===== src/rtl/agbk_pkg.sv =====
`default_nettype none
package agbk_pkg;

    // reset values of the noise registers, unsigned q15.16
    localparam logic [30:0] MEAS_NOISE_RST  = 31'd19661;
    localparam logic [30:0] GYRO_NOISE_RST  = 31'd197;
    localparam logic [30:0] ANGLE_NOISE_RST = 31'd66;
    localparam logic [31:0] Q_ONE           = 32'sh0001_0000;

    // register indexes on the config port
    localparam logic [1:0] REG_MEAS_NOISE  = 2'd0;
    localparam logic [1:0] REG_GYRO_NOISE  = 2'd1;
    localparam logic [1:0] REG_ANGLE_NOISE = 2'd2;

    // input kinds
    localparam logic MODE_PREDICT = 1'b0;
    localparam logic MODE_UPDATE  = 1'b1;

    // multiply and write back operations
    localparam logic [3:0] OP_ANG_P  = 4'd0;
    localparam logic [3:0] OP_AA_P   = 4'd1;
    localparam logic [3:0] OP_AB_P   = 4'd2;
    localparam logic [3:0] OP_BA_P   = 4'd3;
    localparam logic [3:0] OP_BB_P   = 4'd4;
    localparam logic [3:0] OP_AA_U   = 4'd5;
    localparam logic [3:0] OP_AB_U   = 4'd6;
    localparam logic [3:0] OP_BA_U   = 4'd7;
    localparam logic [3:0] OP_BB_U   = 4'd8;
    localparam logic [3:0] OP_ANG_U  = 4'd9;
    localparam logic [3:0] OP_BIAS_U = 4'd10;

    localparam int DIV_STEPS = 48;

    typedef struct packed {
        logic       capture;
        logic       rate;
        logic       mul;
        logic       wb;
        logic       div_start;
        logic       div_sel;
        logic       load_out;
        logic [3:0] op;
    } cmd_t;

    typedef struct packed {
        logic mode;
        logic div_done;
    } status_t;

endpackage
`default_nettype wire


===== src/rtl/agbk_ctrl.sv =====
`default_nettype none
module agbk_ctrl (
    input  wire                 clk,
    input  wire                 rst_n,
    input  wire                 in_valid,
    output logic                in_ready,
    output logic                out_valid,
    input  wire                 out_ready,
    input  wire agbk_pkg::status_t status,
    output agbk_pkg::cmd_t      cmd
);

    localparam logic [2:0] ST_IDLE = 3'd0;
    localparam logic [2:0] ST_RATE = 3'd1;
    localparam logic [2:0] ST_MUL  = 3'd2;
    localparam logic [2:0] ST_WB   = 3'd3;
    localparam logic [2:0] ST_DIVS = 3'd4;
    localparam logic [2:0] ST_DIVW = 3'd5;
    localparam logic [2:0] ST_OUT  = 3'd6;

    logic [2:0] state_reg, state_next;
    logic [3:0] op_reg, op_next;
    logic       sel_reg, sel_next;
    logic       valid_reg, valid_next;
    logic       out_free;
    logic [3:0] last_op;

    assign out_free = !valid_reg || out_ready;
    assign last_op  = (status.mode == agbk_pkg::MODE_UPDATE) ? agbk_pkg::OP_BIAS_U
                                                             : agbk_pkg::OP_BB_P;

    // sequencer
    always_comb
    begin
        state_next    = state_reg;
        op_next       = op_reg;
        sel_next      = sel_reg;
        valid_next    = valid_reg && !out_ready;
        cmd           = '0;
        cmd.op        = op_reg;
        cmd.div_sel   = sel_reg;
        case (state_reg)
            ST_IDLE:
            begin
                cmd.capture = in_valid;
                if (in_valid)
                    state_next = ST_RATE;
            end
            ST_RATE:
            begin
                if (status.mode == agbk_pkg::MODE_UPDATE)
                begin
                    sel_next   = 1'b0;
                    state_next = ST_DIVS;
                end
                else
                begin
                    cmd.rate   = 1'b1;
                    op_next    = agbk_pkg::OP_ANG_P;
                    state_next = ST_MUL;
                end
            end
            ST_DIVS:
            begin
                cmd.div_start = 1'b1;
                state_next    = ST_DIVW;
            end
            ST_DIVW:
            begin
                if (status.div_done)
                begin
                    if (!sel_reg)
                    begin
                        sel_next   = 1'b1;
                        state_next = ST_DIVS;
                    end
                    else
                    begin
                        op_next    = agbk_pkg::OP_AA_U;
                        state_next = ST_MUL;
                    end
                end
            end
            ST_MUL:
            begin
                cmd.mul    = 1'b1;
                state_next = ST_WB;
            end
            ST_WB:
            begin
                cmd.wb = 1'b1;
                if (op_reg == last_op)
                    state_next = ST_OUT;
                else
                begin
                    op_next    = op_reg + 4'd1;
                    state_next = ST_MUL;
                end
            end
            ST_OUT:
            begin
                if (out_free)
                begin
                    cmd.load_out = 1'b1;
                    valid_next   = 1'b1;
                    state_next   = ST_IDLE;
                end
            end
            default:
            begin
                state_next = ST_IDLE;
            end
        endcase
    end

    always_ff @(posedge clk or negedge rst_n)
    begin
        if (!rst_n)
        begin
            state_reg <= ST_IDLE;
            op_reg    <= agbk_pkg::OP_ANG_P;
            sel_reg   <= 1'b0;
            valid_reg <= 1'b0;
        end
        else
        begin
            state_reg <= state_next;
            op_reg    <= op_next;
            sel_reg   <= sel_next;
            valid_reg <= valid_next;
        end
    end

    assign in_ready  = (state_reg == ST_IDLE);
    assign out_valid = valid_reg;

endmodule
`default_nettype wire

===== config.mk =====
export PLATFORM = sky130hd
export DESIGN_NAME = agbk_ctrl
export DESIGN_NICKNAME = d
export VERILOG_FILES = /design/src/rtl/agbk_pkg.sv /design/src/rtl/agbk_ctrl.sv
export SDC_FILE = /design/constraint.sdc
export NUM_CORES = 1
export LEC_CHECK = 0
export ABC_AREA = 0
export BUFFER_PORTS_ARGS = -buffer_cell sky130_fd_sc_hd__buf_2
export CAP_MARGIN = 20
export CORE_MARGIN = 4
export CORE_UTILIZATION = 44
export DETAILED_ROUTE_END_ITERATION = 8
export PLACE_DENSITY = 0.83
export SLEW_MARGIN = 20
export SYNTH_ARGS = -nofsm -noshare
export SYNTH_HDL_FRONTEND = slang
export SYNTH_SLANG_ARGS = --single-unit

===== constraint.sdc =====
create_clock -name clk -period 1.45 [get_ports clk]
set_input_delay 0.145 -clock clk [delete_from_list [all_inputs] [get_ports clk]]
set_output_delay 0.145 -clock clk [all_outputs]
set_load 0.1 [all_outputs]

==> results.py, run 1 <==
metrics = {
    "timing": {
        "holdWs_ps": 215.7,
        "clock_skew_ps": 4.884,
        "maxSlewHeadroom": 0.6725,
        "fmax_ghz": 0.5843,
        "setup_viol": 10,
        "grt_setup_unrepaired": "yes",
        "hold_violations": 0,
        "setup_slack_ps": -261.5,
        "tightestPinTransition_ps": 494.6,
        "finalCriticalPeriod_ps": 1712,
        "fin_crit_sh": 1.180,
        "finalMaxSlewViolations": 0,
    },
    "clocking": {
        "clock_path_buffers": 2,
        "cts_tree": "built",
        "cts-buffers-inserted": 3,
        "cts_max_level": 1,
        "clkTransAtPathRegs_ps": 80,
        "clock-sinks": 9,
        "clockRootBuffer": "clkbuf_4",
        "clk_latency_ps": 270,
    },
    "floorplan": {
        "initial_core_util": 0.4875,
        "pin_count": 19,
        "fp.dieH_um": 46.68,
        "rows": 13,
        "core_um2": 1350,
        "die_area_um2": 2179,
        "fp.dieW_um": 46.68,
    },
    "critical_path": {
        "cp_cell_sequence": "buf_4 -> ha_1 -> a21oi_1 -> a2111o_1 -> a221o_1",
        "worst_ep_arrival_time_ps": 1870,
        "path_class": "reg -> reg",
        "cp-start-kind": "flip-flop",
        "endpoint_kind": "flip-flop",
        "critPathMaxFanout": 3,
        "worst_ep_required_time_ps": 1610,
        "slowest_stage": "dfrtp_4",
        "slowest_delay_ps": 440,
    },
    "grt": {
        "grt_pass1_wl_um": 4395,
        "gr-usage-all-layers": 0.2967,
        "antenna_found_initial": 0,
        "grt_max_degree": 16,
        "grt_overflow": 0,
        "first_global_vias": 905,
    },
    "route": {
        "ant_nets": 0,
        "post_drt_via_cell_ratio": 6.090,
        "vias": 877,
        "drt-pass1-iter-count": 4,
        "wire_per_inst_um": 21.03,
        "drt_iter0_drc": 51,
        "drc": 0,
        "wirelength_um": 3028,
    },
    "hold_path": {
        "hold_class": "in -> reg",
    },
    "outcome": {
        "status": "finished, violations left",
        "violations": "setup timing",
    },
    "pwr": {
        "power_leakage_uw": 0.0005744,
        "power_uw": 3314,
        "ir_worst_vdd_v": 0.001552,
        "power_density_nw_per_um2": 2614,
    },
    "synth": {
        "synthCells": 82,
        "synth_flop_cell": "dfrtp_1",
        "synth_nets": 89,
        "synth_area_um2": 658.1,
        "yosys_warnings": 0,
        "syn_avg_cell_area_um2": 8.026,
        "ys_types": 34,
        "synth_edf_count": 0,
        "synth_seq_area_share": 0.3422,
        "ys_ff_latch": 9,
        "synth_async_sr_flop_share": 1.000,
    },
    "finish": {
        "fillers": 38,
        "finalCoreUtilization": 0.9388,
        "drive_above_1_share": 0.5969,
        "nets": 137,
        "regArea_um2": 246.5,
        "final_common_cell": "buf_4",
        "design_area_um2": 1267,
        "num_antenna_cells": 0,
        "layout_common_cells": "buf_4 (23), nor2_1 (10), buf_2 (9), buf_6 (9), buf_12 (7)",
        "largest_reg_flops": 4,
        "area_growth_pct": 92.59,
        "multi_input_area_um2": 484.2,
    },
    "place": {
        "portBuffers": 18,
        "place_area_um2": 1041,
        "gp_congestion": 0.8484,
        "hpwl_um": 1474,
    },
    "run": {
        "maxCapViolations": 0,
    },
}
==> worst max-delay path, delay by kind of cell, from the launching register on <==
family / cells / cell delay [ps]
compound gates: 3 / 830
fa+ha+maj: 1 / 200
buf+inv: 1 / 120
flops: 1 / 440
==> kinds of logic after synthesis <==
logic type | share of synthesized area
AO/OA/AOI/OAI | 0.2662
flip-flops | 0.3422
adder cells (fa/ha/maj) | 0.01901
buffers and inverters | 0.07795
AND/OR/NAND/NOR | 0.2947
==> Yosys cell counts (2+ instances only) <==
cell / number / area (µm²)
a21oi_1: 6 / 30.03
nor3_1: 4 / 20.02
clkbuf_1: 3 / 11.26
nor2b_1: 3 / 18.77
o21ai_0: 5 / 25.02
dfrtp_1: 9 / 225.2
nand3_1: 2 / 10.01
buf_2: 2 / 10.01
nand2_1: 7 / 26.28
a31oi_1: 2 / 12.51
inv_1: 3 / 11.26
nor2_1: 12 / 45.04
nand2b_1: 3 / 18.77
==> stage by stage <==
step | worst slack (ps) | cells | setup TNS (ps)
after global routing | -284.7 | 144 | -1523
after detailed placement | -219.4 | 124 | -470.3
final | -261.5 | 144 | -1181
after global placement | -179.7 | 124 | -351.9
after floorplan | -634.4 | 82 | -2519
after CTS | -203.4 | 142 | -755.9
==> per-layer routing <==
| layer | share of wire | vias to the layer above | routed length [µm] | GRT usage |
|---|---|---|---|---|
| li1 | - | 388 | - | - |
| met1 | 0.36 | 404 | 1083 | 0.3230 |
| met2 | 0.52 | 65 | 1560 | 0.5495 |
| met3 | 0.077 | 20 | 234 | 0.05859 |
| met4 | 0.049 | 0 | 149 | 0.1215 |
| met5 | 0 | - | 0 | 0 |
==> power by group <==
| part | leakage (µW) | internal (µW) | total, µW | switching [µW] |
|---|---|---|---|---|
| clock network | 0.0000150 | 106 | 216 | 110 |
| logic | 0.000454 | 1010 | 2630 | 1630 |
| registers | 0.000105 | 370 | 464 | 93.9 |
| total | 0.000574 | 1480 | 3310 | 1830 |
==> path summary, 6_finish.rpt <==
check                                           start                    end  slack [ps]  cells past startpoint
max in group asynchronous                       rst_n    out_valid$_DFF_PN0_         970                      2
min in group asynchronous                       rst_n  op_reg[1]$_DFFE_PN0P_         260                      2
worst min-delay path                        out_ready    out_valid$_DFF_PN0_         220                      3
worst min register to register    sel_reg$_DFFE_PN0P_  op_reg[2]$_DFFE_PN0P_         670                      2
worst max-delay path            op_reg[1]$_DFFE_PN0P_  op_reg[2]$_DFFE_PN0P_        -260                      5
worst max register to register  op_reg[1]$_DFFE_PN0P_  op_reg[2]$_DFFE_PN0P_        -260                      5
==> timing repair <==
item / in CTS / in global routing
gates resized for setup: 11 / 10
hold endpoints to repair: 9 / 0
setup buffers: 13 / 2
endpoints found under the setup margin: 10 / 13
hold buffers: 1 / 0
pin swaps: 6 / 8
==> cell type report <==
cell class	count	area share
timing repair buffer	50	0.3761
sequential	9	0.1945
tap	15	0.01481
inverter	3	0.01185
multi-input combinational	63	0.3820
clock buffer	4	0.02073
Power figures use the tool's default switching activity.
==> run 2: changes to the inputs <==
CORE_MARGIN = 2   (was 4)
CORE_UTILIZATION = 49   (was 44)
PLACE_DENSITY = 0.87   (was 0.83)
clock period = 1.9 ns   (was 1.45 ns; I/O delays follow)
==> results.py, run 2 (same netlist as run 1, synthesis figures left out) <==
metrics = {
    "place": {
        "portBuffers": 18,
        "gp_congestion": 0.7767,
        "post-place-cells": 111,
        "place_area_um2": 845.8,
        "hpwl_um": 1208,
    },
    "grt": {
        "grt_pass1_wl_um": 2622,
        "antenna_found_initial": 0,
        "gr-usage-all-layers": 0.2423,
        "grt_overflow": 0,
        "grt_max_degree": 18,
        "first_global_vias": 623,
    },
    "timing": {
        "finalCriticalPeriod_ps": 1824,
        "clock_skew_ps": 3.498,
        "tightestPinTransition_ps": 489.9,
        "finalMaxSlewViolations": 0,
        "finalSetupTns_ps": 0,
        "fin_crit_sh": 0.9598,
        "setup_viol": 0,
        "grt_setup_unrepaired": "no",
        "hold_violations": 0,
        "maxSlewHeadroom": 0.6756,
        "fmax_ghz": 0.5483,
    },
    "critical_path": {
        "path_class": "reg -> out",
        "worst_ep_required_time_ps": 1710,
        "cp_cell_sequence": "inv_1 -> or2_2 -> clkinvlp_4 -> buf_12",
        "critPathTopFamily": "flip-flops",
        "worst_ep_arrival_time_ps": 1630,
        "slowest_stage": "dfrtp_1",
        "crit_cells": 4,
        "r2r_cells": 4,
        "cp-start-kind": "flip-flop",
        "endpoint_kind": "output pin",
        "slowest_delay_ps": 540,
        "crit_buf_inv": 3,
        "critPathMaxFanout": 7,
    },
    "clocking": {
        "clock-sinks": 9,
        "clk_latency_ps": 260,
        "clkTransAtPathRegs_ps": 70,
        "post_cts_buffers": 0,
        "cts-buffers-inserted": 3,
        "clock_path_buffers": 2,
        "cts_max_level": 1,
        "clockRootBuffer": "clkbuf_4",
        "cts_tree": "built",
    },
    "route": {
        "drt_iter0_drc": 18,
        "wl_met2_um": 772,
        "drt-pass1-iter-count": 4,
        "wire_per_inst_um": 13.55,
        "wl_met3_um": 84,
        "vias": 682,
        "met1Wirelength_um": 696,
        "drc": 0,
        "post_drt_via_cell_ratio": 5.879,
        "maxUsedRoutingLayer": "met4",
        "ant_nets": 0,
        "wirelength_um": 1572,
    },
    "outcome": {
        "status": "complete, no violations",
    },
    "floorplan": {
        "initial_core_util": 0.5122,
        "fp.dieH_um": 40.65,
        "fp.dieW_um": 40.65,
        "core_um2": 1285,
        "pin_count": 19,
        "die_area_um2": 1652,
        "rows": 13,
    },
    "finish": {
        "layout.cells.non_filler": 116,
        "area_growth_pct": 34.22,
        "design_area_um2": 883.3,
        "fillers": 118,
        "layout_common_cells": "buf_2 (15), nor2_1 (10), nand2_1 (7)",
        "num_antenna_cells": 0,
        "drive_above_1_share": 0.4059,
        "nets": 109,
        "finalCoreUtilization": 0.6874,
        "final_common_cell": "buf_2",
        "largest_reg_flops": 4,
    },
    "run": {
        "maxCapViolations": 0,
    },
    "hold_path": {
        "hold_class": "in -> reg",
        "holdPathStages": 3,
    },
}
==> run 2: cell types whose count changed in the layout (fill, tap and decap cells not counted), sizes merged <==
cell    delta
clkbuf     -1
buf       -27
==> run 2: per-layer routing <==
| metal | track usage | vias up |
|---|---|---|
| met5 | 0 | - |
| met4 | 0.1000 | 0 |
| met3 | 0.01630 | 2 |
| met2 | 0.4524 | 28 |
| met1 | 0.2814 | 315 |
| li1 | - | 337 |
==> run 2: worst reg2reg max path, stage by stage, from the launching register on <==
cell and delay [ps]:
dfrtp_2 430, or4b_4 570, a21oi_4 210, nor4_1 70
a221o_1 260
==> run 2: area by class of cell <==
| type | count | area [µm²] | area share |
|---|---|---|---|
| Multi-Input combinational cell | 63 | 422.9 | 0.4788 |
| Clock buffer | 4 | 26.28 | 0.02975 |
| Inverter | 3 | 15.01 | 0.01700 |
| Sequential cell | 9 | 232.7 | 0.2635 |
| Tap cell | 15 | 18.77 | 0.02125 |
| Timing Repair Buffer | 22 | 167.7 | 0.1898 |
==> run 2: timing repair <==
item,4_1_cts,5_1_grt
hold endpoints to repair,9,0
hold buffers,1,0
gates resized for setup,1,0
setup endpoints to repair,1,0
==> run 2: final timing paths <==
check | from | slack (ps) | to
max | state_reg[0]$_DFFE_PN0P_ | 80 | cmd[7]
min | in_valid | 270 | state_reg[2]$_DFFE_PN0P_
max reg2reg | op_reg[3]$_DFFE_PN0P_ | 230 | op_reg[2]$_DFFE_PN0P_
min reg2reg | op_reg[3]$_DFFE_PN0P_ | 540 | op_reg[3]$_DFFE_PN0P_
max in group asynchronous | rst_n | 1390 | op_reg[1]$_DFFE_PN0P_
min in group asynchronous | rst_n | 310 | op_reg[3]$_DFFE_PN0P_
==> run 2: stage by stage <==
| stage | worst slack [ps] | hold WS, ps |
|---|---|---|
| 6_report | 76.30 | 271.1 |
| 5_1_grt | 3.376 | 283.6 |
| 4_1_cts | 75.05 | 264.1 |
| 3_5_place_dp | 225.5 | 54.52 |
| 3_3_place_gp | 240.9 | 55.60 |
| 2_1_floorplan | -267.5 | -105.6 |
Power of run 2 is left out: the tool's default activity adds up to more than one toggle a clock period on the data nets, which glitch-free logic cannot reach.
