**config.mk**
```make
export PLATFORM = sky130hd
export DESIGN_NAME = agbk_dp
export DESIGN_NICKNAME = d
export VERILOG_FILES = /design/src/rtl/agbk_pkg.sv /design/src/rtl/agbk_div.sv /design/src/rtl/agbk_dp.sv
export SDC_FILE = /design/constraint.sdc
export NUM_CORES = 2
export LEC_CHECK = 0
export ABC_CLOCK_PERIOD_IN_PS = 16000
export BUFFER_PORTS_ARGS = -buffer_cell sky130_fd_sc_hd__buf_2
export CAP_MARGIN = 20
export CORE_UTILIZATION = 60
export DETAILED_ROUTE_END_ITERATION = 8
export PLACE_DENSITY = 0.77
export SYNTH_ARGS = -nofsm -noshare
export SYNTH_HDL_FRONTEND = slang
export SYNTH_HIERARCHICAL = 1
export SYNTH_SLANG_ARGS = --single-unit
```
**constraint.sdc**
```tcl
create_clock -name clk -period 16 [get_ports clk]
set_input_delay 0.8 -clock clk [delete_from_list [all_inputs] [get_ports clk]]
set_output_delay 0.8 -clock clk [all_outputs]
set_load 0.02 [all_outputs]
```
**src/rtl/agbk_pkg.sv**
```systemverilog
`default_nettype none
package agbk_pkg;

    // reset values of the noise registers, unsigned q15.16
    localparam logic [30:0] MEAS_NOISE_RST  = 31'd19661;
    localparam logic [30:0] GYRO_NOISE_RST  = 31'd197;
    localparam logic [30:0] ANGLE_NOISE_RST = 31'd66;
    localparam logic [31:0] Q_ONE           = 32'sh0001_0000;

    // register indexes on the config port
    localparam logic [1:0] REG_MEAS_NOISE  = 2'd0;
    localparam logic [1:0] REG_GYRO_NOISE  = 2'd1;
    localparam logic [1:0] REG_ANGLE_NOISE = 2'd2;

    // input kinds
    localparam logic MODE_PREDICT = 1'b0;
    localparam logic MODE_UPDATE  = 1'b1;

    // multiply and write back operations
    localparam logic [3:0] OP_ANG_P  = 4'd0;
    localparam logic [3:0] OP_AA_P   = 4'd1;
    localparam logic [3:0] OP_AB_P   = 4'd2;
    localparam logic [3:0] OP_BA_P   = 4'd3;
    localparam logic [3:0] OP_BB_P   = 4'd4;
    localparam logic [3:0] OP_AA_U   = 4'd5;
    localparam logic [3:0] OP_AB_U   = 4'd6;
    localparam logic [3:0] OP_BA_U   = 4'd7;
    localparam logic [3:0] OP_BB_U   = 4'd8;
    localparam logic [3:0] OP_ANG_U  = 4'd9;
    localparam logic [3:0] OP_BIAS_U = 4'd10;

    localparam int DIV_STEPS = 48;

    typedef struct packed {
        logic       capture;
        logic       rate;
        logic       mul;
        logic       wb;
        logic       div_start;
        logic       div_sel;
        logic       load_out;
        logic [3:0] op;
    } cmd_t;

    typedef struct packed {
        logic mode;
        logic div_done;
    } status_t;

endpackage
`default_nettype wire

```
**src/rtl/agbk_div.sv**
```systemverilog
`default_nettype none
module agbk_div (
    input  wire                clk,
    input  wire                rst_n,
    input  wire                start,
    input  wire signed [47:0]  num,
    input  wire signed [32:0]  den,
    output logic               done,
    output logic signed [31:0] quo,
    output logic               sat
);

    logic        busy_reg;
    logic [5:0]  cnt_reg;
    logic [47:0] q_reg;
    logic [32:0] rem_reg;
    logic [32:0] den_reg;
    logic        neg_reg;
    logic        zero_reg;
    logic        done_reg;

    logic [33:0] rem_shift;
    logic        fits;
    logic [47:0] num_mag;
    logic [32:0] den_mag;

    // magnitudes of the operands
    assign num_mag = num[47] ? 48'(-num) : 48'(num);
    assign den_mag = den[32] ? 33'(-den) : 33'(den);

    // one restoring step
    assign rem_shift = {rem_reg, q_reg[47]};
    assign fits      = rem_shift >= {1'b0, den_reg};

    always_ff @(posedge clk or negedge rst_n)
    begin
        if (!rst_n)
        begin
            busy_reg <= 1'b0;
            cnt_reg  <= '0;
            done_reg <= 1'b0;
        end
        else
        begin
            done_reg <= 1'b0;
            if (start)
            begin
                busy_reg <= 1'b1;
                cnt_reg  <= '0;
            end
            else if (busy_reg)
            begin
                cnt_reg <= cnt_reg + 6'd1;
                if (cnt_reg == 6'(agbk_pkg::DIV_STEPS - 1))
                begin
                    busy_reg <= 1'b0;
                    done_reg <= 1'b1;
                end
            end
        end
    end

    // operand and quotient shift registers
    always_ff @(posedge clk)
    begin
        if (start)
        begin
            q_reg    <= num_mag;
            rem_reg  <= '0;
            den_reg  <= den_mag;
            neg_reg  <= num[47] ^ den[32];
            zero_reg <= (den == '0);
        end
        else if (busy_reg)
        begin
            q_reg   <= {q_reg[46:0], fits};
            rem_reg <= fits ? 33'(rem_shift - {1'b0, den_reg}) : rem_shift[32:0];
        end
    end

    // sign and clamp of the quotient
    always_comb
    begin
        quo = '0;
        sat = 1'b0;
        if (!zero_reg)
        begin
            if (!neg_reg)
            begin
                if (q_reg > 48'h0000_7FFF_FFFF)
                begin
                    quo = 32'sh7FFF_FFFF;
                    sat = 1'b1;
                end
                else
                    quo = q_reg[31:0];
            end
            else
            begin
                if (q_reg > 48'h0000_8000_0000)
                begin
                    quo = 32'sh8000_0000;
                    sat = 1'b1;
                end
                else
                    quo = 32'(-q_reg);
            end
        end
    end

    assign done = done_reg;

endmodule
`default_nettype wire

```
**src/rtl/agbk_dp.sv**
```systemverilog
`default_nettype none
module agbk_dp (
    input  wire                   clk,
    input  wire                   rst_n,
    input  wire agbk_pkg::cmd_t   cmd,
    output agbk_pkg::status_t     status,
    input  wire                   in_mode,
    input  wire [79:0]            in_data,
    input  wire [30:0]            meas_noise,
    input  wire [30:0]            gyro_noise,
    input  wire [30:0]            angle_noise,
    output logic [103:0]          out_data
);

    // filter state
    logic signed [31:0] angle_reg, bias_reg, rate_reg;
    logic signed [31:0] aa_reg, ab_reg, ba_reg, bb_reg;
    logic               sat_reg;

    // copies taken when the request is accepted
    logic signed [31:0] angle_s_reg, bias_s_reg;
    logic signed [31:0] aa_s_reg, ab_s_reg, ba_s_reg, bb_s_reg;
    logic signed [31:0] gyro_reg, meas_reg;
    logic [15:0]        dt_reg;
    logic               mode_reg;

    logic signed [31:0] k0_reg, k1_reg;
    logic signed [67:0] prod_reg;
    logic [103:0]       out_reg;

    logic signed [32:0] y_val, s_val, ub_full;
    logic signed [33:0] d_aa, d_off, op_a, op_b;
    logic signed [31:0] base, ub_sat;
    logic               do_sub;
    logic signed [51:0] term;
    logic signed [52:0] sum;
    logic signed [31:0] sum_sat;
    logic               sum_ovf;

    logic               div_done, div_sat;
    logic signed [31:0] div_q;
    logic signed [47:0] div_num;

    assign y_val = 33'(meas_reg) - 33'(angle_s_reg);
    assign s_val = $signed({2'b00, meas_noise}) + 33'(aa_s_reg);
    assign d_aa  = $signed({3'b000, angle_noise}) - 34'(ab_s_reg) - 34'(ba_s_reg);
    assign d_off = -34'(bb_s_reg);

    // unbiased rate with clamp
    assign ub_full = 33'(gyro_reg) - 33'(bias_s_reg);
    always_comb
    begin
        if (ub_full > 33'sh0_7FFF_FFFF)
            ub_sat = 32'sh7FFF_FFFF;
        else if (ub_full < -33'sh0_8000_0000)
            ub_sat = 32'sh8000_0000;
        else
            ub_sat = ub_full[31:0];
    end

    // operand selection per operation
    always_comb
    begin
        op_a   = '0;
        op_b   = '0;
        base   = '0;
        do_sub = 1'b0;
        case (cmd.op)
            agbk_pkg::OP_ANG_P:
            begin
                op_a = 34'(rate_reg);
                op_b = $signed({18'd0, dt_reg});
                base = angle_s_reg;
            end
            agbk_pkg::OP_AA_P:
            begin
                op_a = d_aa;
                op_b = $signed({18'd0, dt_reg});
                base = aa_s_reg;
            end
            agbk_pkg::OP_AB_P:
            begin
                op_a = d_off;
                op_b = $signed({18'd0, dt_reg});
                base = ab_s_reg;
            end
            agbk_pkg::OP_BA_P:
            begin
                op_a = d_off;
                op_b = $signed({18'd0, dt_reg});
                base = ba_s_reg;
            end
            agbk_pkg::OP_BB_P:
            begin
                op_a = $signed({3'b000, gyro_noise});
                op_b = $signed({18'd0, dt_reg});
                base = bb_s_reg;
            end
            agbk_pkg::OP_AA_U:
            begin
                op_a   = 34'(k0_reg);
                op_b   = 34'(aa_s_reg);
                base   = aa_s_reg;
                do_sub = 1'b1;
            end
            agbk_pkg::OP_AB_U:
            begin
                op_a   = 34'(k0_reg);
                op_b   = 34'(ab_s_reg);
                base   = ab_s_reg;
                do_sub = 1'b1;
            end
            agbk_pkg::OP_BA_U:
            begin
                op_a   = 34'(k1_reg);
                op_b   = 34'(aa_s_reg);
                base   = ba_s_reg;
                do_sub = 1'b1;
            end
            agbk_pkg::OP_BB_U:
            begin
                op_a   = 34'(k1_reg);
                op_b   = 34'(ab_s_reg);
                base   = bb_s_reg;
                do_sub = 1'b1;
            end
            agbk_pkg::OP_ANG_U:
            begin
                op_a = 34'(k0_reg);
                op_b = 34'(y_val);
                base = angle_s_reg;
            end
            agbk_pkg::OP_BIAS_U:
            begin
                op_a = 34'(k1_reg);
                op_b = 34'(y_val);
                base = bias_s_reg;
            end
            default:
            begin
                op_a = '0;
            end
        endcase
    end

    // floor shift of the product, add to or subtract from base, clamp
    assign term = 52'(prod_reg >>> 16);
    assign sum  = do_sub ? (53'(base) - 53'(term)) : (53'(base) + 53'(term));
    always_comb
    begin
        sum_ovf = 1'b1;
        if (sum > 53'sh0_0000_7FFF_FFFF)
            sum_sat = 32'sh7FFF_FFFF;
        else if (sum < -53'sh0_0000_8000_0000)
            sum_sat = 32'sh8000_0000;
        else
        begin
            sum_sat = sum[31:0];
            sum_ovf = 1'b0;
        end
    end

    // gain divider
    assign div_num = cmd.div_sel ? {ba_s_reg, 16'd0} : {aa_s_reg, 16'd0};

    agbk_div u_div (
        .clk   (clk),
        .rst_n (rst_n),
        .start (cmd.div_start),
        .num   (div_num),
        .den   (s_val),
        .done  (div_done),
        .quo   (div_q),
        .sat   (div_sat)
    );

    // filter state and flag
    always_ff @(posedge clk or negedge rst_n)
    begin
        if (!rst_n)
        begin
            angle_reg <= '0;
            bias_reg  <= '0;
            rate_reg  <= '0;
            aa_reg    <= agbk_pkg::Q_ONE;
            ab_reg    <= '0;
            ba_reg    <= '0;
            bb_reg    <= agbk_pkg::Q_ONE;
            sat_reg   <= 1'b0;
        end
        else
        begin
            if (cmd.capture)
                sat_reg <= 1'b0;
            if (cmd.rate)
            begin
                rate_reg <= ub_sat;
                if (ub_full != 33'(ub_sat))
                    sat_reg <= 1'b1;
            end
            if (div_done && div_sat)
                sat_reg <= 1'b1;
            if (cmd.wb)
            begin
                if (sum_ovf)
                    sat_reg <= 1'b1;
                case (cmd.op)
                    agbk_pkg::OP_ANG_P, agbk_pkg::OP_ANG_U: angle_reg <= sum_sat;
                    agbk_pkg::OP_AA_P, agbk_pkg::OP_AA_U:   aa_reg    <= sum_sat;
                    agbk_pkg::OP_AB_P, agbk_pkg::OP_AB_U:   ab_reg    <= sum_sat;
                    agbk_pkg::OP_BA_P, agbk_pkg::OP_BA_U:   ba_reg    <= sum_sat;
                    agbk_pkg::OP_BB_P, agbk_pkg::OP_BB_U:   bb_reg    <= sum_sat;
                    agbk_pkg::OP_BIAS_U:                    bias_reg  <= sum_sat;
                    default:                                bias_reg  <= bias_reg;
                endcase
            end
        end
    end

    // request capture, gains, product and result register
    always_ff @(posedge clk)
    begin
        if (cmd.capture)
        begin
            mode_reg    <= in_mode;
            gyro_reg    <= in_data[31:0];
            dt_reg      <= in_data[47:32];
            meas_reg    <= in_data[79:48];
            angle_s_reg <= angle_reg;
            bias_s_reg  <= bias_reg;
            aa_s_reg    <= aa_reg;
            ab_s_reg    <= ab_reg;
            ba_s_reg    <= ba_reg;
            bb_s_reg    <= bb_reg;
        end
        if (div_done)
        begin
            if (cmd.div_sel)
                k1_reg <= div_q;
            else
                k0_reg <= div_q;
        end
        if (cmd.mul)
            prod_reg <= op_a * op_b;
        if (cmd.load_out)
            out_reg <= {7'd0, sat_reg, bias_reg, rate_reg, angle_reg};
    end

    assign status.mode     = mode_reg;
    assign status.div_done = div_done;
    assign out_data        = out_reg;

endmodule
`default_nettype wire

```
==> results.sh <==
export IMPL_fin_crit_ps=13360
export IMPL_finalSetupViolations=0
export IMPL_post_drt_wl_per_cell_um=28.5
export IMPL_synth_compound_area_share_pct=12.7
export IMPL_cp_required_ps=16480
export IMPL_drc=5
export IMPL_io_buffer_count=285
export IMPL_worstPathArrival_ps=13840
export IMPL_grt_pass1_vias=73700
export IMPL_end_kind="flop"
export IMPL_rr_worst_depth=39
export IMPL_startpoint_type="flop"
export IMPL_crit_type="reg2reg"
export IMPL_dieArea_um2=152000
export IMPL_fillers=11800
export IMPL_final_common_cell="inv_1"
export IMPL_cpPeakStageDelay_ps=630
export IMPL_cts_max_path_buffers=3
export IMPL_floorplan_io_pins=293
export IMPL_outcome="finished, violations left"
export IMPL_path_clk_slew_ps=70
export IMPL_numCtsBuffers=88
export IMPL_yosys_area_share_simple_pct=13.9
export IMPL_netlist_instances=9478
export IMPL_chipWidth_um=390
export IMPL_hold_path_class="in2async"
export IMPL_routed_wl_mm=333
export IMPL_fin_skew_ps=101
export IMPL_core_um2=148000
export IMPL_synthXorXnorAreaFrac_pct=4.06
export IMPL_nets=11500
export IMPL_ys_seq_elements=835
export IMPL_crit_top_cell="fa_1"
export IMPL_rsz0062_at_grt="no"
export IMPL_period_share_pct=83.5
export IMPL_path_delay_family="adder cells"
export IMPL_dpl_hpwl_mm=260
export IMPL_clkLatencyLatePin_ps=740
export IMPL_grt_usage_pct=44.3
export IMPL_cts_resized=0
export IMPL_fp_dieH_um=390
export IMPL_avgViaCountPerCell=6.32
export IMPL_ant_nets=0
export IMPL_synth_edf_count=569
export IMPL_num_rows=141
export IMPL_hold_viol=0
export IMPL_via_count=73900
export IMPL_synthTopCellsByArea="fa_1, edfxtp_1, dfrtp_1"
export IMPL_r2r_end="prod_reg[64]"
export IMPL_synth_area_leader_cell="fa_1"
export IMPL_synth_top_family_by_area="adder cells"
export IMPL_worst_pin_slew_ps=1350
export IMPL_yosys_warnings=6
export IMPL_grt_max_degree=102
export IMPL_cts_setup_buffers=0
export IMPL_layout_area_seq_um2=23600
export IMPL_synth_avg_cell_area_um2=9.51
export IMPL_drtIter0Drc=9327
export IMPL_area_delta_synth_final_pct=7.98
export IMPL_layout_drive_gt1_share_pct=8.49
export IMPL_initial_utilization_pct=60.8
export IMPL_largest_reg_flops=97
export IMPL_cp_max_fo=27
export IMPL_path_buf_inv=7
export IMPL_ys_types=107
export IMPL_clock_sinks=835
export IMPL_synth_adder_area_share_pct=33.9
export IMPL_grt_pass1_wl_mm=485
export IMPL_slew_headroom_pct=9.79
export IMPL_gp_congestion=1.04
export IMPL_cts_hold_fix_buffers=0
export IMPL_rrSetupSlack_ps=2640
export IMPL_synth_seq_area_share_pct=26.1
export IMPL_clockRootBuffer="clkbuf_16"
export IMPL_first_pass_iters=9
export IMPL_cpMaxStageDelayCell="o31ai_1"
export IMPL_synth_top_cell_area_share_pct=28.0
export IMPL_antenna_found_initial=27
export IMPL_worst_path_stages=39
export IMPL_syn_area_um2=90200
export IMPL_synthArstFlopShare_pct=27.9
export IMPL_multiInputGateArea_um2=59700
export IMPL_finalSetupTns_ps=0
export IMPL_layout_common_cells="inv_1, fa_1, nand2_1, nor2_1, edfxtp_1"
export IMPL_cts_tree="done"
export IMPL_fmax_mhz=74.9
export IMPL_muxShareOfSynthArea_pct=0.801
export IMPL_r2r_start="ab_s_reg[5]"
export IMPL_htree_num_levels=3
export IMPL_grt_overflow=0
export IMPL_synth_ff_type="edfxtp_1"
export IMPL_final_max_slew_viol_count=0
export IMPL_maxCapViolCount=0
export IMPL_violations="DRC"
[stage by stage]
step           hold WS (ps)  worst slack, ps  cell area, um^2  std cells  utilization, %
2_1_floorplan           417             4090            90400       9543               -
3_3_place_gp            430             2600            94100      11500            63.4
3_5_place_dp            429             2440            94100      11500            63.4
4_1_cts                 117             2860            97200      11700            65.5
5_1_grt                 132             2020            97300      11700            65.6
6_report               67.4             2640            97400      11700            65.6
[per-layer routing]
layer	vias up	wire, um	track usage, %
met4	24	19900	21.9
li1	31300	-	-
met3	959	49400	16.4
met5	-	183	0.0957
met1	36700	124000	59.2
met2	4911	139000	63.3
[cell usage after synthesis, types with 91 or more instances]
cell type	instances
a21o_1	155
a21oi_1	387
clkbuf_1	400
dfrtp_1	231
edfxtp_1	569
fa_1	1263
ha_1	426
inv_1	1510
nand2_1	1149
nand2b_1	164
nand3_1	110
nor2_1	852
nor3_1	91
o211ai_1	142
o21ai_0	302
xnor2_1	250
xor2_1	168
[final cells by class]
type | instances | share of cell area (%)
flip-flops and latches | 835 | 24.2
inverters | 1510 | 5.82
repair buffers | 445 | 2.82
clock buffers | 110 | 2.45
diodes | 17 | 0.0437
multi-input cells | 6715 | 61.4
well taps | 2002 | 2.57
clock inverters | 54 | 0.716
[worst register-to-register path, delay by kind of cell (launching register included)]
| kind | cells | cell delay, ps |
|---|---|---|
| compound gates | 15 | 4890 |
| flops | 1 | 420 |
| buf+inv | 7 | 1540 |
| fa+ha+maj | 10 | 4910 |
| simple gates | 4 | 780 |
| xor+xnor | 3 | 630 |
[kinds of logic (layout without fill, tap and decap cells)]
group,Yosys count,in the layout
XOR/XNOR,418,418
other,1,83
buffers and inverters,1993,2119
adder cells (fa/ha/maj),1689,1689
AND/OR/NAND/NOR,2791,2791
flip-flops,835,835
multiplexers,66,66
AO/OA/AOI/OAI,1685,1685
[how the worst max path moves through the flow]
| stage | start | to |
|---|---|---|
| 2_1_floorplan | angle_noise[5] | prod_reg[64] |
| 3_3_place_gp | angle_noise[0] | prod_reg[67] |
| 3_5_place_dp | angle_noise[0] | prod_reg[67] |
| 4_1_cts | ab_s_reg[5] | prod_reg[67] |
| 5_1_grt | ab_s_reg[5] | prod_reg[67] |
| 6_report | ab_s_reg[5] | prod_reg[64] |
Power is not shown: default switching activity piles up to over one toggle a cycle in this logic, so the estimate is an artifact.
